===== src/rtl/pen_pkg.sv =====
// Shared constants and codes for the polygon edge normal and bounds block.
`default_nettype none
package pen_pkg;
   localparam int COORD_WIDTH      = 32;
   localparam int NORMAL_FRAC_BITS = 14;
   localparam int QUEUE_DEPTH      = 2;

   localparam int VERTEX_WIDTH     = 32;
   localparam int NORMAL_WIDTH     = 16;
   localparam int BOX_WIDTH        = 32;
   localparam int REQ_TDATA_WIDTH  = 2 * VERTEX_WIDTH;
   localparam int RSP_TDATA_WIDTH  = 2 * NORMAL_WIDTH + 4 * BOX_WIDTH;

   // Result kinds, also used as the job kind in the queue
   localparam logic KIND_NORMAL = 1'b0;
   localparam logic KIND_BOUNDS = 1'b1;
endpackage
`default_nettype wire


===== src/rtl/pen_front.sv =====
// Vertex front end: tracks polygon state and issues edge and bounds jobs.
`default_nettype none
module pen_front #(
   parameter int CoordWidth = pen_pkg::COORD_WIDTH,
   localparam int FieldWidth = CoordWidth + 1,
   localparam int JobWidth = 4 * FieldWidth + 1
) (
   input  wire logic                         clock,
   input  wire logic                         reset,
   input  wire logic                         req_tvalid,
   output logic                              req_tready,
   input  wire logic signed [CoordWidth-1:0] vertex_x,
   input  wire logic signed [CoordWidth-1:0] vertex_y,
   input  wire logic                         is_last_vertex,
   output logic                              push_valid,
   input  wire logic                         push_ready,
   output logic             [JobWidth-1:0]   push_data
);
   localparam logic signed [CoordWidth-1:0] MostPos = {1'b0, {(CoordWidth-1){1'b1}}};
   localparam logic signed [CoordWidth-1:0] MostNeg = {1'b1, {(CoordWidth-1){1'b0}}};

   logic signed [CoordWidth-1:0] first_x_ff, first_x_in, first_y_ff, first_y_in;
   logic signed [CoordWidth-1:0] prev_x_ff, prev_x_in, prev_y_ff, prev_y_in;
   logic        [1:0]            count_ff, count_in;
   logic signed [CoordWidth-1:0] min_x_ff, min_x_in, max_x_ff, max_x_in;
   logic signed [CoordWidth-1:0] min_y_ff, min_y_in, max_y_ff, max_y_in;
   logic                         pend_edge_ff, pend_edge_in;
   logic                         pend_close_ff, pend_close_in;
   logic                         pend_box_ff, pend_box_in;
   logic signed [FieldWidth-1:0] edge_dx_ff, edge_dx_in, edge_dy_ff, edge_dy_in;
   logic signed [FieldWidth-1:0] close_dx_ff, close_dx_in, close_dy_ff, close_dy_in;
   logic signed [CoordWidth-1:0] box_l_ff, box_l_in, box_r_ff, box_r_in;
   logic signed [CoordWidth-1:0] box_b_ff, box_b_in, box_t_ff, box_t_in;

   logic                         accept;
   logic signed [CoordWidth-1:0] nmin_x, nmax_x, nmin_y, nmax_y, nfirst_x, nfirst_y;

   assign req_tready = !(pend_edge_ff || pend_close_ff || pend_box_ff);
   assign accept     = req_tvalid && req_tready;
   assign push_valid = pend_edge_ff || pend_close_ff || pend_box_ff;

   always_comb begin
      nmin_x   = (vertex_x < min_x_ff) ? vertex_x : min_x_ff;
      nmax_x   = (vertex_x > max_x_ff) ? vertex_x : max_x_ff;
      nmin_y   = (vertex_y < min_y_ff) ? vertex_y : min_y_ff;
      nmax_y   = (vertex_y > max_y_ff) ? vertex_y : max_y_ff;
      nfirst_x = (count_ff == 2'd0) ? vertex_x : first_x_ff;
      nfirst_y = (count_ff == 2'd0) ? vertex_y : first_y_ff;

      first_x_in = first_x_ff;  first_y_in = first_y_ff;
      prev_x_in  = prev_x_ff;   prev_y_in  = prev_y_ff;
      count_in   = count_ff;
      min_x_in   = min_x_ff;    max_x_in   = max_x_ff;
      min_y_in   = min_y_ff;    max_y_in   = max_y_ff;
      pend_edge_in  = pend_edge_ff;
      pend_close_in = pend_close_ff;
      pend_box_in   = pend_box_ff;
      edge_dx_in  = edge_dx_ff;  edge_dy_in  = edge_dy_ff;
      close_dx_in = close_dx_ff; close_dy_in = close_dy_ff;
      box_l_in = box_l_ff; box_r_in = box_r_ff; box_b_in = box_b_ff; box_t_in = box_t_ff;

      if (accept) begin
         first_x_in  = nfirst_x;
         first_y_in  = nfirst_y;
         prev_x_in   = vertex_x;
         prev_y_in   = vertex_y;
         edge_dx_in  = FieldWidth'(vertex_x) - FieldWidth'(prev_x_ff);
         edge_dy_in  = FieldWidth'(vertex_y) - FieldWidth'(prev_y_ff);
         close_dx_in = FieldWidth'(nfirst_x) - FieldWidth'(vertex_x);
         close_dy_in = FieldWidth'(nfirst_y) - FieldWidth'(vertex_y);
         pend_edge_in  = (count_ff != 2'd0);
         pend_close_in = is_last_vertex && (count_ff != 2'd1);
         pend_box_in   = is_last_vertex;
         if (is_last_vertex) begin
            // Hand the bounds over and start a fresh polygon
            box_l_in = nmin_x; box_r_in = nmax_x; box_b_in = nmin_y; box_t_in = nmax_y;
            min_x_in = MostPos; min_y_in = MostPos;
            max_x_in = MostNeg; max_y_in = MostNeg;
            count_in = 2'd0;
         end else begin
            min_x_in = nmin_x; max_x_in = nmax_x;
            min_y_in = nmin_y; max_y_in = nmax_y;
            count_in = (count_ff == 2'd3) ? 2'd3 : count_ff + 2'd1;
         end
      end else if (push_ready) begin
         // Issue pending jobs in order: edge, closing edge, bounds
         if (pend_edge_ff) begin
            pend_edge_in = 1'b0;
         end else if (pend_close_ff) begin
            pend_close_in = 1'b0;
         end else begin
            pend_box_in = 1'b0;
         end
      end
   end

   always_comb begin
      if (pend_edge_ff) begin
         push_data = {FieldWidth'(0), FieldWidth'(0), edge_dy_ff, edge_dx_ff,
                      pen_pkg::KIND_NORMAL};
      end else if (pend_close_ff) begin
         push_data = {FieldWidth'(0), FieldWidth'(0), close_dy_ff, close_dx_ff,
                      pen_pkg::KIND_NORMAL};
      end else begin
         push_data = {FieldWidth'(box_t_ff), FieldWidth'(box_b_ff),
                      FieldWidth'(box_r_ff), FieldWidth'(box_l_ff), pen_pkg::KIND_BOUNDS};
      end
   end

   always_ff @(posedge clock) begin
      if (reset) begin
         first_x_ff <= '0; first_y_ff <= '0;
         prev_x_ff  <= '0; prev_y_ff  <= '0;
         count_ff   <= 2'd0;
         min_x_ff   <= MostPos; min_y_ff <= MostPos;
         max_x_ff   <= MostNeg; max_y_ff <= MostNeg;
         pend_edge_ff  <= 1'b0;
         pend_close_ff <= 1'b0;
         pend_box_ff   <= 1'b0;
      end else begin
         first_x_ff <= first_x_in; first_y_ff <= first_y_in;
         prev_x_ff  <= prev_x_in;  prev_y_ff  <= prev_y_in;
         count_ff   <= count_in;
         min_x_ff   <= min_x_in;   min_y_ff   <= min_y_in;
         max_x_ff   <= max_x_in;   max_y_ff   <= max_y_in;
         pend_edge_ff  <= pend_edge_in;
         pend_close_ff <= pend_close_in;
         pend_box_ff   <= pend_box_in;
      end
   end

   always_ff @(posedge clock) begin
      edge_dx_ff  <= edge_dx_in;  edge_dy_ff  <= edge_dy_in;
      close_dx_ff <= close_dx_in; close_dy_ff <= close_dy_in;
      box_l_ff <= box_l_in; box_r_ff <= box_r_in; box_b_ff <= box_b_in; box_t_ff <= box_t_in;
   end
endmodule
`default_nettype wire


===== config.mk =====
export PLATFORM = sky130hd
export DESIGN_NAME = pen_front
export DESIGN_NICKNAME = d
export VERILOG_FILES = /design/src/rtl/pen_pkg.sv /design/src/rtl/pen_front.sv
export SDC_FILE = /design/constraint.sdc
export NUM_CORES = 1
export LEC_CHECK = 0
export BUFFER_PORTS_ARGS = -buffer_cell sky130_fd_sc_hd__buf_2
export CORE_AREA = 2 2 251 253
export DETAILED_ROUTE_END_ITERATION = 6
export DIE_AREA = 0 0 253 255
export GPL_TIMING_DRIVEN = 0
export PLACE_DENSITY_LB_ADDON = 0.25
export REMOVE_ABC_BUFFERS = 1
export SETUP_SLACK_MARGIN = 0.5
export SYNTH_ARGS = -nofsm -noshare
export SYNTH_HDL_FRONTEND = slang
export SYNTH_SLANG_ARGS = --single-unit

===== constraint.sdc =====
create_clock -name clock -period 9.7 [get_ports clock]
set_clock_uncertainty 0.15 [all_clocks]
set_input_delay 1.94 -clock clock [delete_from_list [all_inputs] [get_ports clock]]
set_output_delay 1.94 -clock clock [all_outputs]
set_load 0.03 [all_outputs]

# After elaboration in Yosys (flattened, before gate mapping)
# Index checks and enable logic that the tools add are counted.
# word_totals
inputBits	69
regBits	521
# op_classes
n_addsub	5
n_eq_ne	4
n_lt_le_gt_ge	4
muxes	23
n_reduce_logical	11
# op_table
operator	n
$mux W32	10
$mux W133	2
$sub A32 B32 Y33	4
$gt A32 B32 Y1	2
$lt A32 B32 Y1	2
$mux W1	9
$ne A2 B1 Y1 const B	3
$mux W2	2
$reduce_and A2 Y1	2
$reduce_bool A2 Y1	2
$reduce_and A3 Y1	1
$add A2 B1 Y2 const B	1
$eq A2 B2 Y1 const B	1
$logic_and A1 B1 Y1	2
$logic_not A2 Y1	1
$logic_or A1 B1 Y1	2
$logic_not A1 Y1	1

# Longest topological paths before layout
# logic_depth
word_depth	6
mapped_depth	17

# Worst setup path after synthesis
# OpenSTA, ideal clock, no wires.
# synth_path
kind	input to register
startpoint	input req_tvalid
endpoint	register close_dx_ff[0], enable pin
setup_slack_ns	2.793
path_buffers	2
setup_time_ns	0.548
t_required_ns	9.002
arrival_ns	6.210
stages	4
path_cell_list	nand2_1 -> inv_2 -> clkbuf_1 -> clkbuf_1
# synth_between
elab_chain_cells	1
# synth_rtl
element	line_no	rtl
start: declaration	pen_front.sv:10	input wire logic req_tvalid,
$logic_and A1 B1 Y1	pen_front.sv:39	assign accept = req_tvalid && req_tready;
net accept	pen_front.sv:35	logic accept;
end signal: assignment	pen_front.sv:134	close_dx_ff <= close_dx_in; close_dy_ff <= close_dy_in;
end: declaration	pen_front.sv:31	logic signed [FieldWidth-1:0] close_dx_ff, close_dx_in, close_dy_ff, close_dy_in;
# The timed path passes the listed nets, and every way through them passes these cells.
# A chain may end at the register's enable or synchronous reset.

# Worst setup path in the final report
# layout_path
startpoint	input req_tvalid
endpoint	register max_x_ff[28]
# layout_between
elab_chain_cells	1
# layout_rtl
element	line_no	rtl
$logic_and A1 B1 Y1	pen_front.sv:39	
end signal: assignment	pen_front.sv:116	max_x_ff <= MostNeg; max_y_ff <= MostNeg;
end signal: assignment	pen_front.sv:125	max_x_ff <= max_x_in; max_y_ff <= max_y_in;
end: declaration	pen_front.sv:25	logic signed [CoordWidth-1:0] min_x_ff, min_x_in, max_x_ff, max_x_in;
# No other way between the ends.

==> impl_metrics.tcl <==
set metrics [dict create \
    status "complete, no violations" \
    gr-total-overflow 0 \
    finalWeightedCongestion 0.858 \
    synth_sequential_area_ratio 0.435 \
    vias 22900 \
    setup.worst_path.class "in2reg" \
    layout-drive-gt1-share 0.119 \
    yosys_most_used_dff "dfxtp_1" \
    cp-start-kind "input pin" \
    grt.total_usage 0.222 \
    drt_first_pass_iters 5 \
    hold_viol_final 0 \
    wl_per_cell_um 17.1 \
    dp_cells 4121 \
    drt-vias-per-instance 5.40 \
    share_of_power_burned_in_combinational_logic 0.248 \
    htree_levels 2 \
    post_cts.resized_instances 0 \
    drt-total-wl_um 72500 \
    timing.critical_path.required_ps 10100 \
    ir_worst_vdd_mv 0.132 \
    die_w_um 253 \
    place.detailed.hpwl_um 51000 \
    max-cap-violations 0 \
    clkLatencyLatePin_ps 620 \
    cts_tree "built" \
    clockRootBuffer "clkbuf_16" \
    finalMaxSlewViolations 0 \
    total_switching_power_mw 2.04 \
    worstMarginPinSlew_ps 1290 \
    routed_antenna_nets 0 \
    mappedNetlistArea_mm2 0.0299 \
    total_leakage_power_nw 14.4 \
    initialDrtViolationCount 1404 \
    io-pin-count 204 \
    start_util 0.481 \
    worst-endpoint-arrival_ps 6860 \
    cell_internal_power_dissipation_mw 4.60 \
    end_kind "flip-flop" \
    async_reset_ff_frac 0 \
    worst_slew_margin_rel 0.141 \
    grt_antenna_before_repair 4 \
    synth_enable_flop_cells 260 \
    post-route-drc-count 0 \
    placed_area_mm2 0.0319 \
    power-per-cell-area_mw_per_mm2 196 \
    postLayoutCellArea_mm2 0.0339 \
    cts.path.max_buffers 3 \
    die_h_um 255 \
    area_growth_syn_to_layout_pct 13.3 \
    rsz_0062_raised_after_global_routing "no" \
    clk_transition_reported_paths_ps 60 \
    ys_ff_latch 521 \
    power.clock.fraction 0.344 \
    setup_tns_ps 0 \
    floorplan.rows 92 \
    via_count_of_the_first_global_routing_pass 21500 \
    period_share 0.666 \
    floorplan.die_area_mm2 0.0645 \
    switching_share 0.307 \
    regToRegSetupSlack_ps 3560 \
    total_power_mw 6.64 \
    fp.coreArea_mm2 0.0622 \
    share_seq_of_total_power 0.408 \
    synthesis.yosys.warnings 0 \
    final_cells 4235 \
    synth.avg_cell_area_um2 9.23 \
    cts.hold.buffers_added 0 \
    worstHoldPathType "reg2reg" \
    clock.fmax_mhz 155 \
    number_of_buffers_added_by_the_clock_tree_synthesis_step 58 \
    portBuffers 203 \
    first_pass_grt_wire_length_um 115000 \
    design.final.nets 3709 \
    yosysUniqueCellTypes 68 \
    filler_cell_count 5623 \
    finalCriticalPeriod_ps 6460 \
    final-setup-viol-count 0 \
    grt_start_max_net_pins 141 \
    clock-sinks 521 \
    post-cts-setup-buffers 0 \
    crit_fanout 140 \
    synthCells 3244 \
]
==> final timing paths <==
path                            cells after the start                  startpoint                         end
worst max register to register                     14   pend_edge_ff$_SDFFE_PP0P_   max_x_ff[28]$_SDFFE_PP0P_
worst max-delay path                               13                  req_tvalid   max_x_ff[28]$_SDFFE_PP0P_
worst min register to register                      2  prev_x_ff[21]$_SDFFE_PP0P_  prev_x_ff[21]$_SDFFE_PP0P_
worst min-delay path                                2  prev_x_ff[21]$_SDFFE_PP0P_  prev_x_ff[21]$_SDFFE_PP0P_
==> power by group through the flow <==
stage               logic (mW)  clock network (mW)  registers [mW]
floorplan                 1.19                   0            2.74
finish                    1.65                2.28            2.71
global route              1.84                2.41            2.73
detailed placement        1.65                   0            2.75
CTS                       1.66                2.33            2.71
global placement          1.62                   0            2.77
==> layout make-up <==
| type | instances | area, µm² | area share |
|---|---|---|---|
| clock buffers | 92 | 1780 | 0.0526 |
| multi-input cells | 2272 | 15300 | 0.450 |
| repair buffers | 229 | 1480 | 0.0436 |
| flip-flops and latches | 521 | 13000 | 0.385 |
| diodes | 4 | 10.0 | 0.000295 |
| inverters | 300 | 1140 | 0.0336 |
| clock inverters | 18 | 196 | 0.00579 |
| well taps | 799 | 1000 | 0.0295 |
==> per-layer routing <==
layer	track usage	vias to the layer above	routed length (µm)	part of all wire
met3	0.0291	117	2660	0.037
met1	0.305	10700	34700	0.48
met5	0	-	0	0
met4	0.0698	0	2100	0.029
met2	0.366	397	33000	0.46
li1	-	11700	-	-
==> worst max-delay path: stages <==
cell and delay, ps:
buf_2 110, nand2_4 170, buf_16 290, buf_16 320
inv_8 220, buf_16 360, nand2_1 310, inv_6 210
buf_16 290, nor2_4 790, buf_12 300, o21a_1 1000
a22o_1 260
==> cell usage in the layout, fill, tap and decap left out, types with 16 or more instances in the layout <==
cell type	Yosys	routed
mux2i_1	98	98
clkbuf_16	0	61
mux2_2	64	64
buf_2	3	202
ha_1	254	254
edfxtp_1	260	260
nand3_1	28	28
dfxtp_1	261	259
clkbuf_1	139	17
nand2b_1	17	17
o21ai_0	216	216
xor2_1	31	31
xnor2_1	79	78
nor2_1	230	226
inv_1	299	298
nand4_1	27	27
nor3_1	77	76
and3_1	16	16
a21oi_1	205	205
o21a_1	29	29
nor2b_1	20	20
a22o_1	31	31
and2_1	72	71
nand2_1	410	409
a21o_1	120	120
a22oi_1	31	31
o211ai_1	66	66
==> registers in the layout (all words and copies together) (netlist names), 2 cells and up <==
register and cells:
max_y_ff 32, box_l_ff 32, edge_dy_ff 33, close_dy_ff 33
close_dx_ff 33, min_y_ff 32, edge_dx_ff 33, box_b_ff 32
max_x_ff 32, first_x_ff 32, prev_x_ff 32, box_t_ff 32
box_r_ff 32, first_y_ff 32, min_x_ff 32, count_ff 2
prev_y_ff 32
==> cell usage after synthesis, drive strengths merged (72+ instances only) <==
library cell / n / share of area
clkbuf: 139 / 0.017
ha: 254 / 0.11
a21oi: 205 / 0.034
inv: 300 / 0.038
nand2: 410 / 0.051
nor3: 77 / 0.013
o21ai: 222 / 0.037
nor2: 230 / 0.029
xnor2: 79 / 0.023
dfxtp: 261 / 0.17
edfxtp: 260 / 0.26
mux2i: 98 / 0.033
and2: 72 / 0.015
a21o: 120 / 0.030
==> metrics by stage <==
stage	setup slack (ps)	hold slack, ps	utilization
after global routing	2760	315	0.545
after CTS	3070	306	0.545
final	3240	300	0.545
after detailed placement	2430	298	0.513
after global placement	-15530	292	0.505
after floorplan	-4360	276	-
==> kinds of logic after synthesis <==
logic type / synth area share
xor+xnor: 0.0322
flops: 0.435
compound gates: 0.171
fa+ha+maj: 0.109
simple gates: 0.139
buf+inv: 0.0569
mux: 0.0569
Note: power is estimated with default switching activity, not from simulation.
