## src/rtl/pen_pkg.sv

```systemverilog
// Shared constants and codes for the polygon edge normal and bounds block.
`default_nettype none
package pen_pkg;
   localparam int COORD_WIDTH      = 32;
   localparam int NORMAL_FRAC_BITS = 14;
   localparam int QUEUE_DEPTH      = 2;

   localparam int VERTEX_WIDTH     = 32;
   localparam int NORMAL_WIDTH     = 16;
   localparam int BOX_WIDTH        = 32;
   localparam int REQ_TDATA_WIDTH  = 2 * VERTEX_WIDTH;
   localparam int RSP_TDATA_WIDTH  = 2 * NORMAL_WIDTH + 4 * BOX_WIDTH;

   // Result kinds, also used as the job kind in the queue
   localparam logic KIND_NORMAL = 1'b0;
   localparam logic KIND_BOUNDS = 1'b1;
endpackage
`default_nettype wire

```

## src/rtl/pen_back.sv

```systemverilog
// Normal unit: passes bounds jobs on; for edge jobs, squares, then a bit-serial exact rounded unit normal search.
`default_nettype none
module pen_back #(
   parameter int CoordWidth = pen_pkg::COORD_WIDTH,
   parameter int FracBits = pen_pkg::NORMAL_FRAC_BITS,
   localparam int FieldWidth = CoordWidth + 1,
   localparam int JobWidth = 4 * FieldWidth + 1
) (
   input  wire logic                                 clock,
   input  wire logic                                 reset,
   input  wire logic                                 pop_valid,
   output logic                                      pop_ready,
   input  wire logic [JobWidth-1:0]                  pop_data,
   output logic                                      rsp_valid,
   input  wire logic                                 rsp_ready,
   output logic                                      rsp_kind,
   output logic      [pen_pkg::NORMAL_WIDTH-1:0]     rsp_normal_x,
   output logic      [pen_pkg::NORMAL_WIDTH-1:0]     rsp_normal_y,
   output logic      [pen_pkg::BOX_WIDTH-1:0]        rsp_box_left,
   output logic      [pen_pkg::BOX_WIDTH-1:0]        rsp_box_right,
   output logic      [pen_pkg::BOX_WIDTH-1:0]        rsp_box_bottom,
   output logic      [pen_pkg::BOX_WIDTH-1:0]        rsp_box_top,
   output logic                                      rsp_last
);
   localparam int SqWidth  = 2 * CoordWidth;
   localparam int WideW    = 2 * CoordWidth + 2 * FracBits + 6;
   localparam int MagW     = FracBits + 1;
   localparam int BitW     = $clog2(FracBits + 1);
   localparam int CntW     = $clog2(CoordWidth);
   localparam int ShW      = BitW + 2;

   typedef enum logic [4:0] {
      ST_IDLE   = 5'b00001,
      ST_SQUARE = 5'b00010,
      ST_PREP   = 5'b00100,
      ST_ROOT   = 5'b01000,
      ST_SEND   = 5'b10000
   } state_type;

   state_type                    state_ff, state_in;
   logic      [CoordWidth-1:0]   mag_x_ff, mag_x_in, mag_y_ff, mag_y_in;
   logic                         neg_x_ff, neg_x_in, neg_y_ff, neg_y_in;
   logic      [SqWidth-1:0]      sq_x_ff, sq_x_in, sq_y_ff, sq_y_in;
   logic      [CntW-1:0]         cnt_ff, cnt_in;
   logic signed [WideW-1:0]      s_ff, s_in, lx_ff, lx_in, ly_ff, ly_in;
   logic signed [WideW-1:0]      ax_ff, ax_in, bx_ff, bx_in, ay_ff, ay_in, by_ff, by_in;
   logic      [MagW-1:0]         mx_ff, mx_in, my_ff, my_in;
   logic      [BitW-1:0]         bit_ff, bit_in;
   logic                         kind_ff, kind_in, last_ff, last_in;
   logic      [pen_pkg::NORMAL_WIDTH-1:0] nx_ff, nx_in, ny_ff, ny_in;
   logic      [pen_pkg::BOX_WIDTH-1:0]    bl_ff, bl_in, br_ff, br_in, bb_ff, bb_in, bt_ff, bt_in;

   logic signed [FieldWidth-1:0] job_dx, job_dy;
   logic signed [WideW-1:0]      s_sum, cand_x, cand_y;
   logic        [ShW-1:0]        sh_b, sh_s, sh_u;

   assign job_dx    = pop_data[1 +: FieldWidth];
   assign job_dy    = pop_data[1 + FieldWidth +: FieldWidth];
   assign pop_ready = (state_ff == ST_IDLE);
   assign rsp_valid = (state_ff == ST_SEND);
   assign rsp_kind       = kind_ff;
   assign rsp_last       = last_ff;
   assign rsp_normal_x   = nx_ff;
   assign rsp_normal_y   = ny_ff;
   assign rsp_box_left   = bl_ff;
   assign rsp_box_right  = br_ff;
   assign rsp_box_bottom = bb_ff;
   assign rsp_box_top    = bt_ff;

   assign s_sum  = WideW'(sq_x_ff) + WideW'(sq_y_ff);
   assign sh_b   = ShW'(bit_ff) + ShW'(2);
   assign sh_s   = {1'b0, bit_ff, 1'b0} + ShW'(2);
   assign sh_u   = ShW'(bit_ff) + ShW'(1);
   // Trial (2m-1)^2*S for m with the current bit set, from running terms
   assign cand_x = ax_ff + (bx_ff <<< sh_b) + (s_ff <<< sh_s);
   assign cand_y = ay_ff + (by_ff <<< sh_b) + (s_ff <<< sh_s);

   always_comb begin
      state_in = state_ff;
      mag_x_in = mag_x_ff; mag_y_in = mag_y_ff;
      neg_x_in = neg_x_ff; neg_y_in = neg_y_ff;
      sq_x_in = sq_x_ff; sq_y_in = sq_y_ff; cnt_in = cnt_ff;
      s_in = s_ff; lx_in = lx_ff; ly_in = ly_ff;
      ax_in = ax_ff; bx_in = bx_ff; ay_in = ay_ff; by_in = by_ff;
      mx_in = mx_ff; my_in = my_ff; bit_in = bit_ff;
      kind_in = kind_ff; last_in = last_ff; nx_in = nx_ff; ny_in = ny_ff;
      bl_in = bl_ff; br_in = br_ff; bb_in = bb_ff; bt_in = bt_ff;
      case (state_ff)
         ST_IDLE: begin
            if (pop_valid) begin
               if (pop_data[0] == pen_pkg::KIND_BOUNDS) begin
                  kind_in = pen_pkg::KIND_BOUNDS;
                  last_in = 1'b1;
                  nx_in = '0; ny_in = '0;
                  bl_in = pen_pkg::BOX_WIDTH'(pop_data[1 +: FieldWidth]);
                  br_in = pen_pkg::BOX_WIDTH'(pop_data[1 + FieldWidth +: FieldWidth]);
                  bb_in = pen_pkg::BOX_WIDTH'(pop_data[1 + 2 * FieldWidth +: FieldWidth]);
                  bt_in = pen_pkg::BOX_WIDTH'(pop_data[1 + 3 * FieldWidth +: FieldWidth]);
                  state_in = ST_SEND;
               end else begin
                  kind_in  = pen_pkg::KIND_NORMAL;
                  last_in  = 1'b0;
                  bl_in = '0; br_in = '0; bb_in = '0; bt_in = '0;
                  mag_x_in = CoordWidth'(job_dx[CoordWidth] ? -job_dx : job_dx);
                  mag_y_in = CoordWidth'(job_dy[CoordWidth] ? -job_dy : job_dy);
                  neg_x_in = !job_dy[CoordWidth] && (job_dy != '0);
                  neg_y_in = job_dx[CoordWidth];
                  sq_x_in  = '0; sq_y_in = '0; cnt_in = '0;
                  state_in = ST_SQUARE;
               end
            end
         end
         ST_SQUARE: begin
            // One bit of each magnitude a cycle
            if (mag_x_ff[cnt_ff]) sq_x_in = sq_x_ff + (SqWidth'(mag_x_ff) << cnt_ff);
            if (mag_y_ff[cnt_ff]) sq_y_in = sq_y_ff + (SqWidth'(mag_y_ff) << cnt_ff);
            cnt_in = cnt_ff + 1'b1;
            if (cnt_ff == CntW'(CoordWidth - 1)) state_in = ST_PREP;
         end
         ST_PREP: begin
            s_in   = s_sum;
            lx_in  = WideW'(sq_y_ff) <<< (2 * FracBits + 2);
            ly_in  = WideW'(sq_x_ff) <<< (2 * FracBits + 2);
            ax_in  = s_sum; ay_in = s_sum;
            bx_in  = -s_sum; by_in = -s_sum;
            mx_in  = '0; my_in = '0;
            bit_in = BitW'(FracBits);
            state_in = ST_ROOT;
         end
         ST_ROOT: begin
            if (cand_x <= lx_ff) begin
               ax_in = cand_x;
               bx_in = bx_ff + (s_ff <<< sh_u);
               mx_in = mx_ff | (MagW'(1) << bit_ff);
            end
            if (cand_y <= ly_ff) begin
               ay_in = cand_y;
               by_in = by_ff + (s_ff <<< sh_u);
               my_in = my_ff | (MagW'(1) << bit_ff);
            end
            bit_in = bit_ff - 1'b1;
            if (bit_ff == '0) begin
               state_in = ST_SEND;
               // Apply the signs; a zero numerator gives zero, which covers zero edges
               nx_in = (mag_y_ff == '0) ? '0 :
                       (neg_x_ff ? -pen_pkg::NORMAL_WIDTH'(mx_in)
                                 : pen_pkg::NORMAL_WIDTH'(mx_in));
               ny_in = (mag_x_ff == '0) ? '0 :
                       (neg_y_ff ? -pen_pkg::NORMAL_WIDTH'(my_in)
                                 : pen_pkg::NORMAL_WIDTH'(my_in));
            end
         end
         ST_SEND: begin
            if (rsp_ready) state_in = ST_IDLE;
         end
         default: state_in = ST_IDLE;
      endcase
   end

   always_ff @(posedge clock) begin
      if (reset) begin
         state_ff <= ST_IDLE;
      end else begin
         state_ff <= state_in;
      end
   end

   always_ff @(posedge clock) begin
      mag_x_ff <= mag_x_in; mag_y_ff <= mag_y_in;
      neg_x_ff <= neg_x_in; neg_y_ff <= neg_y_in;
      sq_x_ff <= sq_x_in; sq_y_ff <= sq_y_in; cnt_ff <= cnt_in;
      s_ff <= s_in; lx_ff <= lx_in; ly_ff <= ly_in;
      ax_ff <= ax_in; bx_ff <= bx_in; ay_ff <= ay_in; by_ff <= by_in;
      mx_ff <= mx_in; my_ff <= my_in; bit_ff <= bit_in;
      kind_ff <= kind_in; last_ff <= last_in;
      bl_ff <= bl_in; br_ff <= br_in; bb_ff <= bb_in; bt_ff <= bt_in;
      nx_ff <= nx_in; ny_ff <= ny_in;
   end
endmodule
`default_nettype wire

```

## config.mk

```make
export PLATFORM = sky130hd
export DESIGN_NAME = pen_back
export DESIGN_NICKNAME = d
export VERILOG_FILES = /design/src/rtl/pen_pkg.sv /design/src/rtl/pen_back.sv
export SDC_FILE = /design/constraint.sdc
export NUM_CORES = 2
export LEC_CHECK = 0
export BUFFER_PORTS_ARGS = -buffer_cell sky130_fd_sc_hd__clkbuf_2
export CORE_UTILIZATION = 50
export CTS_BUF_LIST = sky130_fd_sc_hd__clkbuf_8
export DETAILED_ROUTE_END_ITERATION = 8
export PLACE_DENSITY = 0.64
export SETUP_SLACK_MARGIN = 0.5
export SYNTH_ARGS = -nofsm -noshare
export SYNTH_HDL_FRONTEND = slang
export SYNTH_SLANG_ARGS = --single-unit
```

## constraint.sdc

```tcl
create_clock -name clock -period 18.6 [get_ports clock]
set_input_delay 1.86 -clock clock [delete_from_list [all_inputs] [get_ports clock]]
set_output_delay 1.86 -clock clock [all_outputs]
set_load 0.05 [all_outputs]
```

# [Word level (Yosys, flattened, before mapping)]
# Cells that the tools add are included.
[word_totals] regBits=1017 wordCells=138 inputBits=137 out_inout_bits=164
[op_classes] n_bitwise=3 shift=7 muxes=47 addsub=19 reduce_logical=18 n_lt_le_gt_ge=3 eq_ne=16
[op_table] operator="one-hot mux 98 bit (2 select lines)" count=4
[op_table] operator="adder 98 bit" count=6
[op_table] operator="2-to-1 mux 98 bit" count=4
[op_table] operator="<<< shifter 98 x 5 -> 98 bit" count=3
[op_table] operator="2-to-1 mux 64 bit" count=4
[op_table] operator="one-hot mux 64 bit (2 select lines)" count=2
[op_table] operator="<= comparator 98 x 95 -> 1 bit" count=2
[op_table] operator="adder 64 bit" count=2
[op_table] operator="2-to-1 mux 16 bit" count=8
[op_table] operator="<< shifter 32 x 5 -> 64 bit" count=2
[op_table] operator="negation 65 -> 98 bit" count=1
[op_table] operator="<<< shifter 98 x 6 -> 98 bit" count=1
[op_table] operator="adder 64 x 64 -> 65 bit" count=1
[op_table] operator="logical NOT 32 bit" count=2
[op_table] operator="2-to-1 mux 32 bit" count=2
[op_table] operator="negation 32 bit" count=2
[op_table] operator="one-hot mux 16 bit (2 select lines)" count=2
[op_table] operator="2-to-1 mux 15 bit" count=4
[op_table] operator="one-hot mux 15 bit (2 select lines)" count=2
[op_table] operator="2-to-1 mux 5 bit" count=7
[op_table] operator="nonzero test 33 bit" count=1
[op_table] operator="negation 15 -> 16 bit" count=2
[op_table] operator="OR 15 bit" count=2
[op_table] operator="one-hot mux 5 bit (5 select lines)" count=1
[op_table] operator="26 further kinds" count=46

# [Logic depth before layout (Yosys ltp)]
[depth] depth_word=12 ltp_mapped=57 ltp_nobuf=48

# [Worst setup path after synthesis]
# Ideal clock, no wire load.
[synth_path] path_type="reg-to-reg" from="reg bit_ff[1]" to="reg ax_ff[0], enable pin" stages_incl_launch_ff=50 path_buffers=11 period_less_slack_ns=15.731 setup_time_ns=0.564 required_ns=18.036 t_arrival_ns=15.167 path_slack_ns=2.869 cell_sequence="edfxtp_1 > clkbuf_1 > clkbuf_1 > clkbuf_1 > clkbuf_1 > inv_1 > ha_1 > clkbuf_1 > clkbuf_1 > buf_1 > buf_1 > clkbuf_1 > o211ai_1 > o21ai_0 > mux2i_1 > nor2_1 > nor2_1 > nor2_1 > (+14 left out) > o21ai_0 > a21oi_1 > xnor2_1 > ha_1 > nand4_1 > or3_1 > or4_1 > nor3_1 > nand4_1 > nor3_1 > nand4_1 > nor4_1 > and4b_1 > a31oi_1 > o41ai_2 > clkbuf_1 > nand2_1 > nand2_1"
[synth_via] elab_chain_cells=7
[synth_lines] item="start, declared" line_no="pen_back.sv:48" text="logic [BitW-1:0] bit_ff, bit_in;"
[synth_lines] item="start signal, assigned" line_no="pen_back.sv:174" text="mx_ff <= mx_in; my_ff <= my_in; bit_ff <= bit_in;"
[synth_lines] item="adder 4 x 2 -> 5 bit" line_no="pen_back.sv:71" text="assign sh_b = ShW'(bit_ff) + ShW'(2);"
[synth_lines] item="<<< shifter 98 x 5 -> 98 bit" line_no="pen_back.sv:75" text="assign cand_x = ax_ff + (bx_ff <<< sh_b) + (s_ff <<< sh_s);"
[synth_lines] item="adder 98 bit" line_no="pen_back.sv:75"
[synth_lines] item="adder 98 bit (*)" line_no="pen_back.sv:75"
[synth_lines] item="<= comparator 98 x 95 -> 1 bit (*)" line_no="pen_back.sv:131" text="if (cand_x <= lx_ff) begin"
[synth_lines] item="inequality test 2 bit (no source line) (*)"
[synth_lines] item="AND reduction 2 bit (no source line) (*)"
[synth_lines] item="end signal, assigned" line_no="pen_back.sv:173" text="ax_ff <= ax_in; bx_ff <= bx_in; ay_ff <= ay_in; by_ff <= by_in;"
[synth_lines] item="end, declared" line_no="pen_back.sv:46" text="logic signed [WideW-1:0] ax_ff, ax_in, bx_ff, bx_in, ay_ff, ay_in, by_ff, by_in;"
# Every way passes the cells marked *; elsewhere a longest branch is shown, timed or not.
# A chain may end at the register's enable or synchronous reset.

# [Final worst setup path]
[layout_path] from="reg bit_ff[0]" to="reg nx_ff (netlist bit rsp_normal_x[10]) (data pin)"
[layout_via] elab_chain_cells=12
[layout_lines] item="adder 4 x 2 -> 5 bit" line_no="pen_back.sv:71"
[layout_lines] item="<<< shifter 98 x 5 -> 98 bit" line_no="pen_back.sv:75"
[layout_lines] item="adder 98 bit" line_no="pen_back.sv:75"
[layout_lines] item="adder 98 bit (*)" line_no="pen_back.sv:75"
[layout_lines] item="via cand_x[71]" line_no="pen_back.sv:54" text="logic signed [WideW-1:0] s_sum, cand_x, cand_y;"
[layout_lines] item="<= comparator 98 x 95 -> 1 bit (*)" line_no="pen_back.sv:131"
[layout_lines] item="2-to-1 mux 15 bit (*)" line_no="pen_back.sv:131"
[layout_lines] item="2-to-1 mux 15 bit (*)" line_no="pen_back.sv:88" text="case (state_ff)"
[layout_lines] item="negation 15 -> 16 bit" line_no="pen_back.sv:146" text="(neg_x_ff ? -pen_pkg::NORMAL_WIDTH'(mx_in)"
[layout_lines] item="2-to-1 mux 16 bit (*)" line_no="pen_back.sv:146"
[layout_lines] item="2-to-1 mux 16 bit (*)" line_no="pen_back.sv:145" text="nx_in = (mag_y_ff == '0) ? '0 :"
[layout_lines] item="2-to-1 mux 16 bit (*)" line_no="pen_back.sv:142" text="if (bit_ff == '0) begin"
[layout_lines] item="one-hot mux 16 bit (2 select lines) (*)" line_no="pen_back.sv:88"
[layout_lines] item="end signal, assigned" line_no="pen_back.sv:177" text="nx_ff <= nx_in; ny_ff <= ny_in;"
[layout_lines] item="end, declared" line_no="pen_back.sv:50" text="logic [pen_pkg::NORMAL_WIDTH-1:0] nx_ff, nx_in, ny_ff, ny_in;"
# The timed path passes the listed nets; every way through them passes the cells marked *. The select of a mux whose other input is x is not followed.

==> reports/metrics.yaml <==
clocking:
  clk_pin_slew_worst_paths_ns: 0.06
  clkLatencyLatePin_ns: 1.02
  clkSinkCount: 984
  clk_path_buf_depth: 3
  post-cts-setup-buffer-count: 0
  ctsHoldBuffers: 0
  cts_made_buffers: 190
  h-tree-depth: 4
  cts_root_buf: "clkbuf_8"
  cts_resized: 0
  cts_tree: "yes"
min_path:
  hold_path.class: "reg -> reg"
sta:
  slew_violations: 0
  setup_ws_ns: 2.07
  worstMarginPinSlew_ns: 1.29
  rsz0062_at_grt: "no"
  fin_tns_setup_ns: 0
  finalCriticalPeriod_ns: 16.53
  clock_skew_ns: 0.0641
  finalCritPeriodShare_pct: 88.8
  setup-violations-final: 0
  fmax_mhz: 60.5
  finalHoldViolCount: 0
  relSlewSlack_pct: 13.3
final_layout:
  nNetsFinal: 12300
  area_growth_pct: 7.98
  fin_util_pct: 54.3
  drive_gt1_share_pct: 10.6
logic_synthesis:
  synth_nets: 12300
  synth_area_leaders: "edfxtp_1 29%, ha_1 9.0%, mux2i_1 5.3%, nand2_1 5.0%, mux4_2 4.9%"
  ys_warn_count: 0
  synth-main-ff-cell: "edfxtp_1"
  synth_most_common_cell: "nand2_1"
  synth_area_leader_cell: "edfxtp_1"
  netlist_top_cells_count: "1,335 x nand2_1, 979 x edfxtp_1, 959 x nor2_1, 883 x a21oi_1, 754 x o21ai_0"
  syn_avg_cell_area_um2: 8.95
  synth_area_um2: 100000
  netlist.area_leader.share_pct: 29.3
  synth_edf_count: 979
  async_reset_ff_share_pct: 0
  synthDistinctLibCells: 111
  ys_seq_area_share_pct: 29.4
  syn_inst: 11200
  ys_ff_latch: 984
critical_path:
  worst-endpoint-arrival_ns: 17.25
  cp_slowest_cell: "nor2b_1"
  worstReg2RegEnd: "rsp_normal_x[10]"
  cp-end-kind: "flop"
  cp.required_ns: 19.33
  max_stage_delay_ns: 0.88
  worstSetupStartpointType: "flop"
  r2r_cells: 46
  critPathKind: "reg -> reg"
  crit_path_end: "rsp_normal_x[10]"
  r2r-start: "bit_ff[0]"
  startpoint: "bit_ff[0]"
  r2r_slack_ns: 2.07
  worst_path_most_repeated_cell: "a21oi_1"
  worstPathMaxFanout: 130
routing:
  ant_nets: 0
  drc: 0
  dr_wl_met2_um: 179000
  top_layer: "met5"
  vias: 93400
  vias_per_cell: 6.65
  routed_wl_um: 421000
  drtIter0Drc: 11900
  wl_met1_um: 164000
  dr_wl_met3_um: 49400
  wl_per_cell_um: 30.0
  dr.pass1.iters: 8
place:
  place_congestion: 1.13
  portBuffers: 298
  dp_slack_ns: 2.68
  dp_hpwl_um: 337000
job:
  cap_violations: 0
power_and_ir_drop:
  ir_drop_mv: 0.137
  p_total_mw: 11.0
  p_per_area_nw_per_um2: 101
  power.leakage_nw: 44.2
die:
  initial_core_util_pct: 50.3
  die_y_um: 450
  core-area_um2: 199000
  dieArea_um2: 202000
  boundaryPins: 301
  die_x_um: 450
  rows: 164
grt:
  antenna_found_initial: 18
  grt_max_degree: 145
  grt_pass1_vias: 89500
  grt_use_total_pct: 40.2
  grt_pass1_wl_um: 599000
  gr-total-overflow: 0
run_status:
  status: "finished clean"
-- state kept, by name, indices dropped and copies added, names as in the netlist, 64 cells and up --
signal	flops
ax_ff	98
ay_ff	98
bx_ff	98
by_ff	98
lx_ff	64
ly_ff	64
s_ff	65
sq_x_ff	64
sq_y_ff	64
-- how the worst min path moves through the flow --
stage,cells past startpoint,endpoint,slack (ns),from
finish,0,ly_ff[42],0.52,sq_x_ff[12]
global route,0,ly_ff[42],0.54,sq_x_ff[12]
CTS,0,ly_ff[42],0.52,sq_x_ff[12]
detailed placement,0,ly_ff[41],0.52,sq_x_ff[11]
global placement,0,ly_ff[77],0.51,sq_x_ff[47]
floorplan,0,lx_ff[30],0.46,sq_y_ff[0]
-- area by class of cell --
class / instances / area [µm²]
clock inverter: 151 / 1170
sequential: 984 / 29500
inverter: 377 / 1430
tap: 2656 / 3320
multi-input combinational: 9228 / 67400
timing repair buffer: 450 / 2850
antenna: 11 / 27.5
clock buffer: 190 / 2620
fill: 18400 / 91200
-- through the flow --
step	instances	area, µm²	hold slack [ns]
final	14000	108000	0.524
after global routing	14000	108000	0.537
after CTS	14000	108000	0.522
after detailed placement	13700	104000	0.516
after global placement	13700	104000	0.508
after floorplan	11200	100000	0.461
-- where the power goes --
part	internal (mW)	switching [mW]	leakage, nW
Clock	1.16	1.12	2.09
Combinational	1.73	3.85	33.4
Sequential	2.94	0.191	8.73
Total	5.83	5.15	44.2
-- placed cells by master, fill, tap and decap left out, types with 96 or more instances in the layout --
master       n
nand2_1   1333
edfxtp_1   979
nor2_1     958
a21oi_1    881
o21ai_0    752
ha_1       717
mux2i_1    532
a21o_1     521
inv_1      413
xnor2_1    383
clkbuf_2   297
and2_1     266
xor2_1     223
mux4_2     216
fa_1       201
clkbuf_8   190
nand3_1    177
mux2_2     154
nand4_1    150
nor3_1     149
buf_4      136
nand2b_1   119
o21bai_1   105
nor2b_1     97
a211oi_1    96
-- critical path, delay by kind of cell (launching register included) --
family	cells	cell delay [ns]
fa+ha+maj	7	2.68
flops	1	0.44
buf+inv	3	0.99
xor+xnor	2	0.62
simple gates	17	6.24
compound gates	17	5.14
-- kinds of logic after synthesis --
family | share of synthesized area [%]
DFF | 29.4
adders and majority gates | 13.0
muxes | 12.0
buffers and inverters | 3.75
xor gates and xnor gates | 5.48
and+or+nand+nor | 16.7
AOI/OAI and AO/OA | 19.7
-- routing by layer --
metal	GRT usage (%)	up-vias
li1	-	41500
met2	60.1	5573
met1	51.7	45200
met5	0	-
met4	23.6	2
met3	11.6	1108
(Power assumes the default switching activity.)
