===== src/rtl/pen_pkg.sv =====
// Shared constants and codes for the polygon edge normal and bounds block.
`default_nettype none
package pen_pkg;
   localparam int COORD_WIDTH      = 32;
   localparam int NORMAL_FRAC_BITS = 14;
   localparam int QUEUE_DEPTH      = 2;

   localparam int VERTEX_WIDTH     = 32;
   localparam int NORMAL_WIDTH     = 16;
   localparam int BOX_WIDTH        = 32;
   localparam int REQ_TDATA_WIDTH  = 2 * VERTEX_WIDTH;
   localparam int RSP_TDATA_WIDTH  = 2 * NORMAL_WIDTH + 4 * BOX_WIDTH;

   // Result kinds, also used as the job kind in the queue
   localparam logic KIND_NORMAL = 1'b0;
   localparam logic KIND_BOUNDS = 1'b1;
endpackage
`default_nettype wire


===== src/rtl/pen_queue.sv =====
// Small register queue between the vertex front end and the normal unit.
`default_nettype none
module pen_queue #(
   parameter int Width = 8,
   parameter int Depth = pen_pkg::QUEUE_DEPTH
) (
   input  wire logic             clock,
   input  wire logic             reset,
   input  wire logic             push_valid,
   output logic                  push_ready,
   input  wire logic [Width-1:0] push_data,
   output logic                  pop_valid,
   input  wire logic             pop_ready,
   output logic      [Width-1:0] pop_data
);
   localparam int PtrWidth = (Depth > 1) ? $clog2(Depth) : 1;

   logic [Width-1:0]  store_ff [Depth];
   logic [PtrWidth:0] wr_ptr_ff, wr_ptr_in;
   logic [PtrWidth:0] rd_ptr_ff, rd_ptr_in;
   logic              full, empty;

   assign empty      = (wr_ptr_ff == rd_ptr_ff);
   assign full       = (wr_ptr_ff[PtrWidth-1:0] == rd_ptr_ff[PtrWidth-1:0]) && !empty;
   assign push_ready = !full;
   assign pop_valid  = !empty;
   assign pop_data   = store_ff[rd_ptr_ff[PtrWidth-1:0]];

   always_comb begin
      wr_ptr_in = wr_ptr_ff;
      rd_ptr_in = rd_ptr_ff;
      if (push_valid && !full) begin
         wr_ptr_in = wr_ptr_ff + 1'b1;
      end
      if (pop_ready && !empty) begin
         rd_ptr_in = rd_ptr_ff + 1'b1;
      end
   end

   always_ff @(posedge clock) begin
      if (reset) begin
         wr_ptr_ff <= '0;
         rd_ptr_ff <= '0;
      end else begin
         wr_ptr_ff <= wr_ptr_in;
         rd_ptr_ff <= rd_ptr_in;
      end
   end

   always_ff @(posedge clock) begin
      if (push_valid && !full) begin
         store_ff[wr_ptr_ff[PtrWidth-1:0]] <= push_data;
      end
   end
endmodule
`default_nettype wire


===== config.mk =====
export PLATFORM = sky130hd
export DESIGN_NAME = pen_queue
export DESIGN_NICKNAME = d
export VERILOG_FILES = /design/src/rtl/pen_pkg.sv /design/src/rtl/pen_queue.sv
export SDC_FILE = /design/constraint.sdc
export NUM_CORES = 1
export LEC_CHECK = 0
export ABC_AREA = 1
export BUFFER_PORTS_ARGS = -buffer_cell sky130_fd_sc_hd__buf_2
export CORE_MARGIN = 5
export CORE_UTILIZATION = 30
export DETAILED_ROUTE_END_ITERATION = 10
export GPL_TIMING_DRIVEN = 0
export SYNTH_ARGS = -nofsm -noshare
export SYNTH_HDL_FRONTEND = slang
export SYNTH_SLANG_ARGS = --single-unit

===== constraint.sdc =====
create_clock -name clock -period 1.4 [get_ports clock]
set_clock_uncertainty 0.05 [all_clocks]
set_input_delay 0 -clock clock [delete_from_list [all_inputs] [get_ports clock]]
set_output_delay 0 -clock clock [all_outputs]
set_load 0.02 [all_outputs]

; After elaboration in Yosys (flattened, before gate mapping)
; Memories as Yosys holds them, arrays and structs flattened. A register that Yosys moved wholly into a read port is not among the register bits.
; Cells that the tools add are included.
[totals]
ff_bits = 4
mem_bits_rw = 16
wordCells = 16
memories = 1
[classes]
n_addsub = 2
eq_ne = 2
n_mux = 4
n_reduce_logical = 5
[memory_table]
columns = name, words, width, read_ports, rd_ports_with_merged_regs, write_ports, line
row1 = store_ff, 2, 8, 1, 1, 1, pen_queue.sv:18  ; logic [Width-1:0] store_ff [Depth];
[op_table]
columns = op, count
row1 = adder 2 x 1 -> 2 bit (second input constant), 2
row2 = two-way mux 1 bit, 4
row3 = logical AND 1 bit, 3
row4 = == test 2 bit, 1
row5 = logical NOT 1 bit, 2
row6 = == test 1 bit, 1

; Depth between registers and ports, before layout
; Gate-level depths: netlist of the first run.
[logic_depth]
word_depth = 7
depth_mapped = 7
ltp_nobuf = 7

; Worst setup path after synthesis of the first run
; OpenSTA, ideal clock, no wires.
[synth_timing]
path_kind = register -> register
from = reg wr_ptr_ff[0]
to = mem store_ff[0][0] (enable)
setup_ps = 370
arrival_ps = 1128
required_time_ps = 980
path_slack_ps = -149
path_stages_with_launch = 7
period_less_slack_ps = 1549
path_cell_list = dfxtp_1 inv_1 nand2_1 nand2_2 nand2_2 nand2_1 nor2_1
[synth_between]
elab_chain_cells = 7
elab_cells_between_ends = 8
[synth_rtl]
columns = element, line
row1 = start: declaration, pen_queue.sv:19  ; logic [PtrWidth:0] wr_ptr_ff, wr_ptr_in;
row2 = start signal: assignment, pen_queue.sv:45  ; wr_ptr_ff <= wr_ptr_in;
row3 = == test 2 bit, pen_queue.sv:23  ; assign empty = (wr_ptr_ff == rd_ptr_ff);
row4 = logical NOT 1 bit, pen_queue.sv:24  ; assign full = (wr_ptr_ff[PtrWidth-1:0] == rd_ptr_ff[PtrWidth-1:0]) && !empty;
row5 = logical AND 1 bit *, pen_queue.sv:24
row6 = logical NOT 1 bit *, --
row7 = named net push_ready, pen_queue.sv:10  ; output logic push_ready,
row8 = logical AND 1 bit *, pen_queue.sv:51  ; if (push_valid && !full) begin
row9 = two-way mux 1 bit *, pen_queue.sv:51
row10 = two-way mux 1 bit (not written as such) *, pen_queue.sv:52  ; store_ff[wr_ptr_ff[PtrWidth-1:0]] <= push_data;
row11 = end: declaration, pen_queue.sv:18
; The timed path passes the listed nets; every way through them passes the cells marked *.

; Worst setup path after layout of the first run
[layout_timing]
from = reg wr_ptr_ff[0]
to = mem store_ff[0][4] (enable)
[layout_between]
elab_chain_cells = 7
elab_cells_between_ends = 8
[layout_rtl]
columns = element, line
row1 = == test 2 bit, pen_queue.sv:23
row2 = logical NOT 1 bit, pen_queue.sv:24
row3 = logical AND 1 bit, pen_queue.sv:24
row4 = logical NOT 1 bit, pen_queue.sv:51
row5 = logical AND 1 bit, pen_queue.sv:51
row6 = two-way mux 1 bit, pen_queue.sv:51
row7 = two-way mux 1 bit (not written as such), pen_queue.sv:52
; Several ways; a longest one is shown, not always the timed one.

==> results_dict.tcl, run 1 <==
set metrics [dict create \
    p_total_mw 1.37 \
    outcome "finished, final reports clean" \
    clock_latency_ns 0.31 \
    worst_slew_pin_slew_ns 0.185 \
    grt_max_degree 13 \
    drive_gt1_share_pct 43.9 \
    cts_tree "done" \
    top_layer "met4" \
    syn_to_final_growth_pct 40.4 \
    antenna_cells 0 \
    cts-root-buf "clkbuf_4" \
    ys_async_sr_fraction_pct 0 \
    p_leak_nw 0.491 \
    ys_warn_count 0 \
    synth_edf_count 16 \
    ys.flop_type "edfxtp_1" \
    finalCritPeriodShare_pct 95.1 \
    first_pass_iters 4 \
    max-cap-violations 0 \
    syn_nets 82 \
    cp.arrival_ns 1.32 \
    start_util_pct 30.8 \
    fmax_mhz 751 \
    grt_usage_pct 8.59 \
    hold_viol_final 0 \
    syn-mean-instance-area_um2 12.0 \
    cts_buffers 3 \
    htree_levels 1 \
    core_area_um2 2730 \
    synth_top_cells_by_count "16 x edfxtp_1, 16 x nand2_1, 8 x inv_1, 8 x mux2_2, 6 x nor2_1" \
    io_pins 22 \
    dr_wl_met2_um 804 \
    fp.dieH_um 63.0 \
    endpoint_kind "register" \
    die_w_um 63.0 \
    dp_hpwl_um 1090 \
    vias_per_cell 4.36 \
    synthDistinctLibCells 10 \
    num_vias 602 \
    rsz0062_at_grt "no" \
    stdcell_count 138 \
    overflow 0 \
    crit_required_ns 1.39 \
    final_antenna_net_count 0 \
    slew_viol_final 0 \
    fin_crit_ns 1.33 \
    path_clk_slew_ns 0.12 \
    dieArea_um2 3970 \
    wirelength_um 1610 \
    routedWlPerCell_um 11.7 \
    ys_top_cells_by_area "edfxtp_1 57%, dfxtp_1 12%, mux2_2 11%" \
    placed_area_um2 995 \
    drt-initial-drc-count 8 \
    worstSetupStartpointType "register" \
    dp_slack_ns -0.0781 \
    seq_area_frac_synth_pct 68.8 \
    ys_ff_latch 21 \
    hold_class "in2reg" \
    numPortBuffers 21 \
    synth_top_cell_by_area "edfxtp_1" \
    slew_headroom_pct 87.7 \
    final.setup.tns_ns 0 \
    finalWorstSetupSlack_ns 0.0687 \
    nNetsFinal 120 \
    wl_met1_um 669 \
    wl_met3_um 115 \
    holdWs_ns 0.358 \
    syn_area_um2 843 \
    synthCells 70 \
    setup_violations 0 \
    vdd_drop_max_mv 0.756 \
    grt_pass1_vias 628 \
    cts_buffer_depth 2 \
    antenna_found_initial 0 \
    gp_congestion 0.756 \
    synth_top_area_share_pct 57.0 \
    clock_sinks 21 \
    p_per_area_nw_per_um2 1160 \
    finish.utilization_pct 43.3 \
    placed_cells 122 \
    path_class "reg2reg" \
    grt_pass1_wl_um 2720 \
    row_count 19 \
    postLayoutCellArea_um2 1180 \
    cp_max_fo 8 \
    drc 0 \
]
-- final cells by class --
cell class | count | area, um2
Fill cell | 264 | 1550
Sequential cell | 21 | 594
Multi-Input combinational cell | 40 | 243
Timing Repair Buffer | 33 | 235
Tap cell | 31 | 38.8
Inverter | 8 | 33.8
Clock buffer | 3 | 22.5
Buffer | 1 | 11.3
Clock inverter | 1 | 5.00
-- cell families after synthesis --
group | count (synthesis) | synth area share, %
mux | 8 | 10.7
buf+inv | 9 | 4.15
compound gates | 4 | 2.37
simple gates | 28 | 13.9
flops | 21 | 68.8
-- path summary, 6_finish.rpt --
| check | start | endpoint | slack (ns) | cells after the start |
|---|---|---|---|---|
| worst min register to register | rd_ptr_ff[0]$_SDFFE_PP0P_ | register | 0.48 | 2 |
| worst min-delay path | push_data[1] | store_ff[0][1]$_DFFE_PP_ | 0.36 | 2 |
| worst max register to register | wr_ptr_ff[0]$_SDFFE_PP0P_ | store_ff[0][4]$_DFFE_PP_ | 0.07 | 7 |
| worst max-delay path | wr_ptr_ff[0]$_SDFFE_PP0P_ | store_ff[0][4]$_DFFE_PP_ | 0.07 | 7 |
-- cell usage in the layout (no fill, tap or decap) --
cell type,instances
buf_2,21
nand2_4,1
inv_1,7
buf_12,1
dlygate4sd3_1,11
nor2_1,5
mux2_2,8
edfxtp_1,16
dfxtp_2,2
nand3_1,2
buf_6,1
nor2_4,1
nand2_1,15
a21oi_1,4
clkinv_2,1
dfxtp_4,3
clkinvlp_4,1
nand2_2,4
clkbuf_4,3
-- routing by layer --
metal | GRT usage (%) | vias up
met1 | 9.52 | 268
li1 | - | 308
met3 | 3.60 | 5
met5 | 0 | -
met2 | 14.9 | 21
met4 | 2.39 | 0
-- sequential cells by signal, indices dropped and copies added, names as in the netlist, named ones only --
signal / count
rd_ptr_ff: 2
store_ff: 16
wr_ptr_ff: 2
-- critical path, stage by stage, from the launching register on --
cell and delay (ns):
dfxtp_4 0.40, inv_1 0.04, nand2_1 0.07, nand2_2 0.07, nand2_4 0.11, nand2_2 0.07
nor2_4 0.12, buf_12 0.13
-- timing repair --
action	4_1_cts	5_1_grt
setup buffers	1	0
resized for setup	4	9
hold buffers	11	0
pin swaps	1	1
endpoints found under the setup margin	24	24
endpoints found under the hold margin	21	0
-- power breakdown --
| part | switching, mW | internal (mW) | leakage (nW) |
|---|---|---|---|
| clock | 0.193 | 0.107 | 0.0177 |
| sequential | 0.0223 | 0.725 | 0.194 |
| combinational | 0.179 | 0.144 | 0.280 |
| total | 0.395 | 0.976 | 0.491 |
Note: power is estimated with default switching activity, not from simulation.
==> inputs of run 2 (changes only) <==
- PLACE_DENSITY: default -> 0.53
==> run 2 against run 1 <==
  * Via count decreased by 1.3%
  * Critical path depth unchanged
  * Fmax increased by 0.91%
  * Utilization increased by 0.64 points
  * Cell area increased by 1.5%
  * Die area unchanged
  * Sequential power about the same
  * Hold slack improved by 0.013 ns
  * Power decreased by 0.68%
  * Sequential share of layout area decreased by 0.94 points
  * Setup slack improved by 0.012 ns
  * Critical endpoint is now store_ff[0][3]$_DFFE_PP_
  * Largest power group unchanged
==> results_dict.tcl, run 2 (synthesis results as in run 1) <==
set metrics [dict create \
    outcome "finished, final reports clean" \
    clock_sinks 21 \
    row_count 19 \
    grt_pass1_wl_um 2460 \
    cts-root-buf "clkbuf_4" \
    cp_max_fo 8 \
    dieArea_um2 3970 \
    routedWlPerCell_um 10.8 \
    worstPathCellList "inv_1 > nand2_1 > nand2_2 > nand2_4 > nand2_1 > nor2_4 > buf_12" \
    hold_viol_final 0 \
    vdd_drop_max_mv 0.767 \
    crit_path_top_delay_cell "dfxtp_2" \
    final_antenna_net_count 0 \
    p_leak_nw 0.504 \
    fillers 269 \
    io_pins 22 \
    numPortBuffers 21 \
    htree_levels 1 \
    p_seq_share_pct 54.7 \
    slowest_delay_ns 0.37 \
    worstSetupStartpointType "register" \
    path_class "reg2reg" \
    start_util_pct 30.8 \
    critPathMostFrequentCell "nand2_1" \
    num_vias 594 \
    drt-initial-drc-count 9 \
    cts_buffers 3 \
    core_area_um2 2730 \
    clock_latency_ns 0.29 \
    path_clk_slew_ns 0.11 \
    cp.arrival_ns 1.30 \
    hold_class "in2reg" \
    die_w_um 63.0 \
    crit_required_ns 1.38 \
    grt_usage_pct 8.08 \
    drc 0 \
    final_cell_mix "21 x buf_2, 16 x nand2_1, 16 x edfxtp_1, 11 x dlygate4sd3_1, 8 x mux2_2" \
    syn_to_final_growth_pct 42.4 \
    finalWorstSetupSlack_ns 0.0807 \
    fp.dieH_um 63.0 \
    dp_slack_ns -0.0799 \
    power.share.combinational_pct 24.7 \
    grt_max_degree 13 \
    setup_violations 0 \
    cts_tree "done" \
    largest_reg_flops 16 \
    fin_crit_ns 1.32 \
    final.setup.tns_ns 0 \
    endpoint_kind "register" \
    worst_slew_pin_slew_ns 0.186 \
    wirelength_um 1520 \
    max-cap-violations 0 \
    overflow 0 \
    rsz0062_at_grt "no" \
    slew_headroom_pct 87.5 \
    slew_viol_final 0 \
    p_sw_share_pct 27.6 \
    p_per_area_nw_per_um2 1130 \
    dp_hpwl_um 1070 \
    critical_path_buf_inv_count 2 \
    placed_area_um2 995 \
    nNetsFinal 123 \
    antenna_found_initial 0 \
    postLayoutCellArea_um2 1200 \
    gp_congestion 0.699 \
    finalCritPeriodShare_pct 94.2 \
    cts_buffer_depth 2 \
    cp_top_family "simple AND/OR/NAND/NOR gates" \
    fmax_mhz 758 \
    p_clk_share_pct 20.6 \
    vias_per_cell 4.21 \
    intPower_uw 986 \
    power.switching_uw 375 \
    first_pass_iters 4 \
    drive_gt1_share_pct 44.5 \
    p_total_mw 1.36 \
    antenna_cells 0 \
    grt_pass1_vias 542 \
    layout_commonest_cell "buf_2" \
]
[run 2: path summary, 6_finish.rpt]
kind	startpoint	endpoint	slack (ns)	cells after the start
setup reg to reg	rd_ptr_ff[0]$_SDFFE_PP0P_	store_ff[0][3]$_DFFE_PP_	0.08	7
hold / removal	push_data[2]	store_ff[0][2]$_DFFE_PP_	0.37	2
hold reg to reg	rd_ptr_ff[0]$_SDFFE_PP0P_	register	0.48	2
setup / recovery	rd_ptr_ff[0]$_SDFFE_PP0P_	store_ff[0][3]$_DFFE_PP_	0.08	7
[run 2: worst reg2reg max path, delay by kind of cell (launching register included)]
family / cells / cell delay (ns)
simple gates: 5 / 0.46
flops: 1 / 0.37
buf+inv: 2 / 0.17
[run 2: cell type report]
class | instances | area [um2] | share of cell area [%]
repair buffers | 36 | 258 | 21.5
inverters | 8 | 33.8 | 2.81
clock buffers | 3 | 22.5 | 1.88
flip-flops and latches | 21 | 592 | 49.3
clock inverters | 1 | 5.00 | 0.417
plain buffers | 1 | 11.3 | 0.938
well taps | 31 | 38.8 | 3.23
multi-input cells | 40 | 240 | 20.0
[run 2: repair_timing]
item | CTS | global route
setup endpoints to repair | 24 | 19
pin swaps | 1 | 1
gates resized for setup | 4 | 7
hold buffers | 11 | 0
endpoints found under the hold margin | 21 | 0
setup buffers | 1 | 3
[run 2: metrics by stage]
stage | std cells | hold slack [ns] | util, %
floorplan | 70 | 0.0489 | -
global placement | 122 | 0.139 | 36.4
detailed placement | 122 | 0.142 | 36.4
CTS | 138 | 0.355 | 42.5
global route | 141 | 0.346 | 43.9
finish | 141 | 0.370 | 43.9
[run 2: power by group through the flow]
| stage | logic, mW | clock network, mW | registers, mW |
|---|---|---|---|
| 3_5_place_dp | 0.275 | 0 | 0.761 |
| 4_1_cts | 0.320 | 0.298 | 0.747 |
| 6_report | 0.336 | 0.280 | 0.745 |
| 2_1_floorplan | 0.193 | 0 | 0.754 |
| 3_3_place_gp | 0.269 | 0 | 0.757 |
| 5_1_grt | 0.371 | 0.331 | 0.750 |
[run 2: routing by layer]
metal  share of wire [%]  vias to the layer above  GRT usage [%]
met5                   0                        -              0
met4                 1.4                        0           3.18
met3                 8.0                        5           3.96
met2                  44                       19           12.7
met1                  46                      258           9.34
li1                    -                      312              -
==> inputs of run 3 (changes only) <==
- CELL_PAD_IN_SITES_DETAIL_PLACEMENT: default -> 1
- CELL_PAD_IN_SITES_GLOBAL_PLACEMENT: default -> 2
- CORE_UTILIZATION: 30 -> 29
- PLACE_DENSITY: 0.53 -> 0.73
==> run 3 against run 2 <==
  * Utilization down 0.21 points
  * Largest cell class unchanged
  * Critical path depth is the same
  * Via count rose by 4.7%
  * Critical endpoint is now store_ff[0][7]$_DFFE_PP_
  * Cell area increased by 1.3%
  * Combinational power rose by 3%
==> results_dict.tcl, run 3 (synthesis results as in run 1) <==
set metrics [dict create \
    use_met2_pct 14.6 \
    routedWlPerCell_um 12.1 \
    drc 0 \
    path_class "reg2reg" \
    outcome "finished, final reports clean" \
    final_antenna_net_count 0 \
    cts-root-buf "clkbuf_4" \
    final_cell_mix "21 x buf_2, 16 x edfxtp_1, 15 x nand2_1, 11 x dlygate4sd3_1, 8 x mux2_2" \
    start_util_pct 30.3 \
    numPortBuffers 21 \
    grt_use_met1_pct 10.6 \
    first_pass_iters 2 \
    dp_hpwl_um 1200 \
    num_vias 622 \
    nNetsFinal 124 \
    wirelength_um 1720 \
    power.share.combinational_pct 25.2 \
    setup_violations 0 \
    drt-initial-drc-count 5 \
    fp.dieH_um 63.9 \
    worstPathCellList "inv_1 > nand2_1 > nand2_1 > nand2_4 > nand2_2 > nor2_4 > buf_12" \
    fin_crit_ns 1.34 \
    critPathMostFrequentCell "nand2_1" \
    dp_slack_ns -0.0893 \
    holdPathEnd "store_ff[1][3]$_DFFE_PP_" \
    slew_viol_final 0 \
    p_seq_share_pct 54.2 \
    gp_congestion 0.728 \
    intPower_uw 993 \
    worstHoldStart "push_data[3]" \
    overflow 0 \
    core_area_um2 2780 \
    drive_gt1_share_pct 44.1 \
    antenna_found_initial 0 \
    antenna_cells 0 \
    p_per_area_nw_per_um2 1130 \
    cts_buffer_depth 2 \
    cts_buffers 3 \
    final.setup.tns_ns 0 \
    crit_required_ns 1.38 \
    io_pins 22 \
    vdd_drop_max_mv 0.647 \
    grt_usage_pct 8.70 \
    cp_max_fo 8 \
    hold_viol_final 0 \
    syn_to_final_growth_pct 44.2 \
    p_total_mw 1.38 \
    die_w_um 63.9 \
    power.switching_uw 382 \
    placed_area_um2 995 \
    finalCritPeriodShare_pct 95.4 \
    grt_pass1_wl_um 2810 \
    fmax_mhz 748 \
    clock_sinks 21 \
    slew_headroom_pct 87.9 \
    grt_use_met3_pct 2.45 \
    finalWorstSetupSlack_ns 0.0638 \
    endpoint_kind "register" \
    p_clk_share_pct 20.6 \
    row_count 19 \
    largest_reg_flops 16 \
    r2r-start "wr_ptr_ff[1]$_SDFFE_PP0P_" \
    crit_path_top_delay_cell "dfxtp_4" \
    cp.arrival_ns 1.31 \
    htree_levels 1 \
    grt_busiest_layer "met2" \
    grt_pass1_vias 650 \
    hold_class "in2reg" \
    p_leak_nw 0.510 \
    layout_commonest_cell "buf_2" \
    max-cap-violations 0 \
    path_clk_slew_ns 0.11 \
    critical_path_buf_inv_count 2 \
    r2r-end "store_ff[0][7]$_DFFE_PP_" \
    r2r_slack_ns 0.06 \
    postLayoutCellArea_um2 1220 \
    worst_slew_pin_slew_ns 0.181 \
    clock_latency_ns 0.30 \
    slowest_delay_ns 0.38 \
    cp_top_family "simple AND/OR/NAND/NOR gates" \
    holdPathStages 2 \
    r2r_cells 7 \
    worstSetupStartpointType "register" \
    grt_max_degree 12 \
    finish.utilization_pct 43.7 \
    cts_tree "done" \
    p_sw_share_pct 27.8 \
    vias_per_cell 4.38 \
    dieArea_um2 4090 \
]
[run 3: power groups by stage]
stage          clock network, mW  logic, mW  registers, mW
3_5_place_dp                   0      0.277          0.761
2_1_floorplan                  0      0.193          0.754
4_1_cts                    0.302      0.323          0.750
5_1_grt                    0.329      0.381          0.752
6_report                   0.283      0.346          0.745
3_3_place_gp                   0      0.271          0.758
[run 3: through the flow]
stage,hold slack (ns),cells
final,0.371,142
after global routing,0.361,142
after CTS,0.359,138
after detailed placement,0.146,122
after global placement,0.138,122
after floorplan,0.0489,70
[run 3: worst max path at each step]
| stage | endpoint | depth (start not counted) | startpoint | slack, ns |
|---|---|---|---|---|
| final | store_ff[0][7]$_DFFE_PP_ | 7 | wr_ptr_ff[1]$_SDFFE_PP0P_ | 0.06 |
| after global routing | store_ff[0][2]$_DFFE_PP_ | 7 | rd_ptr_ff[1]$_SDFFE_PP0P_ | -0.003 |
| after CTS | store_ff[0][7]$_DFFE_PP_ | 7 | wr_ptr_ff[0]$_SDFFE_PP0P_ | 0.01 |
| after detailed placement | store_ff[0][1]$_DFFE_PP_ | 6 | wr_ptr_ff[0]$_SDFFE_PP0P_ | -0.09 |
| after global placement | store_ff[1][1]$_DFFE_PP_ | 6 | wr_ptr_ff[0]$_SDFFE_PP0P_ | -0.07 |
| after floorplan | store_ff[0][0]$_DFFE_PP_ | 6 | wr_ptr_ff[0]$_SDFFE_PP0P_ | 0.003 |
[run 3: layout make-up]
| class | count | area (um2) |
|---|---|---|
| plain buffers | 1 | 11.3 |
| clock buffers | 4 | 26.3 |
| fillers | 305 | 1570 |
| inverters | 8 | 33.8 |
| multi-input cells | 40 | 248 |
| flip-flops and latches | 21 | 593 |
| well taps | 31 | 38.8 |
| repair buffers | 37 | 265 |
[run 3: repair_timing]
action                     CTS  global route
setup endpoints to repair   24            19
pin swaps                    1             1
hold buffers                11             0
buffers inserted             1             4
gates resized for setup      7             6
hold endpoints to repair    21             0
[run 3: routing by layer]
metal | vias to the layer above | routed length (um)
li1 | 315 | -
met3 | 2 | 104
met1 | 286 | 805
met2 | 19 | 789
met4 | 0 | 17
met5 | - | 0
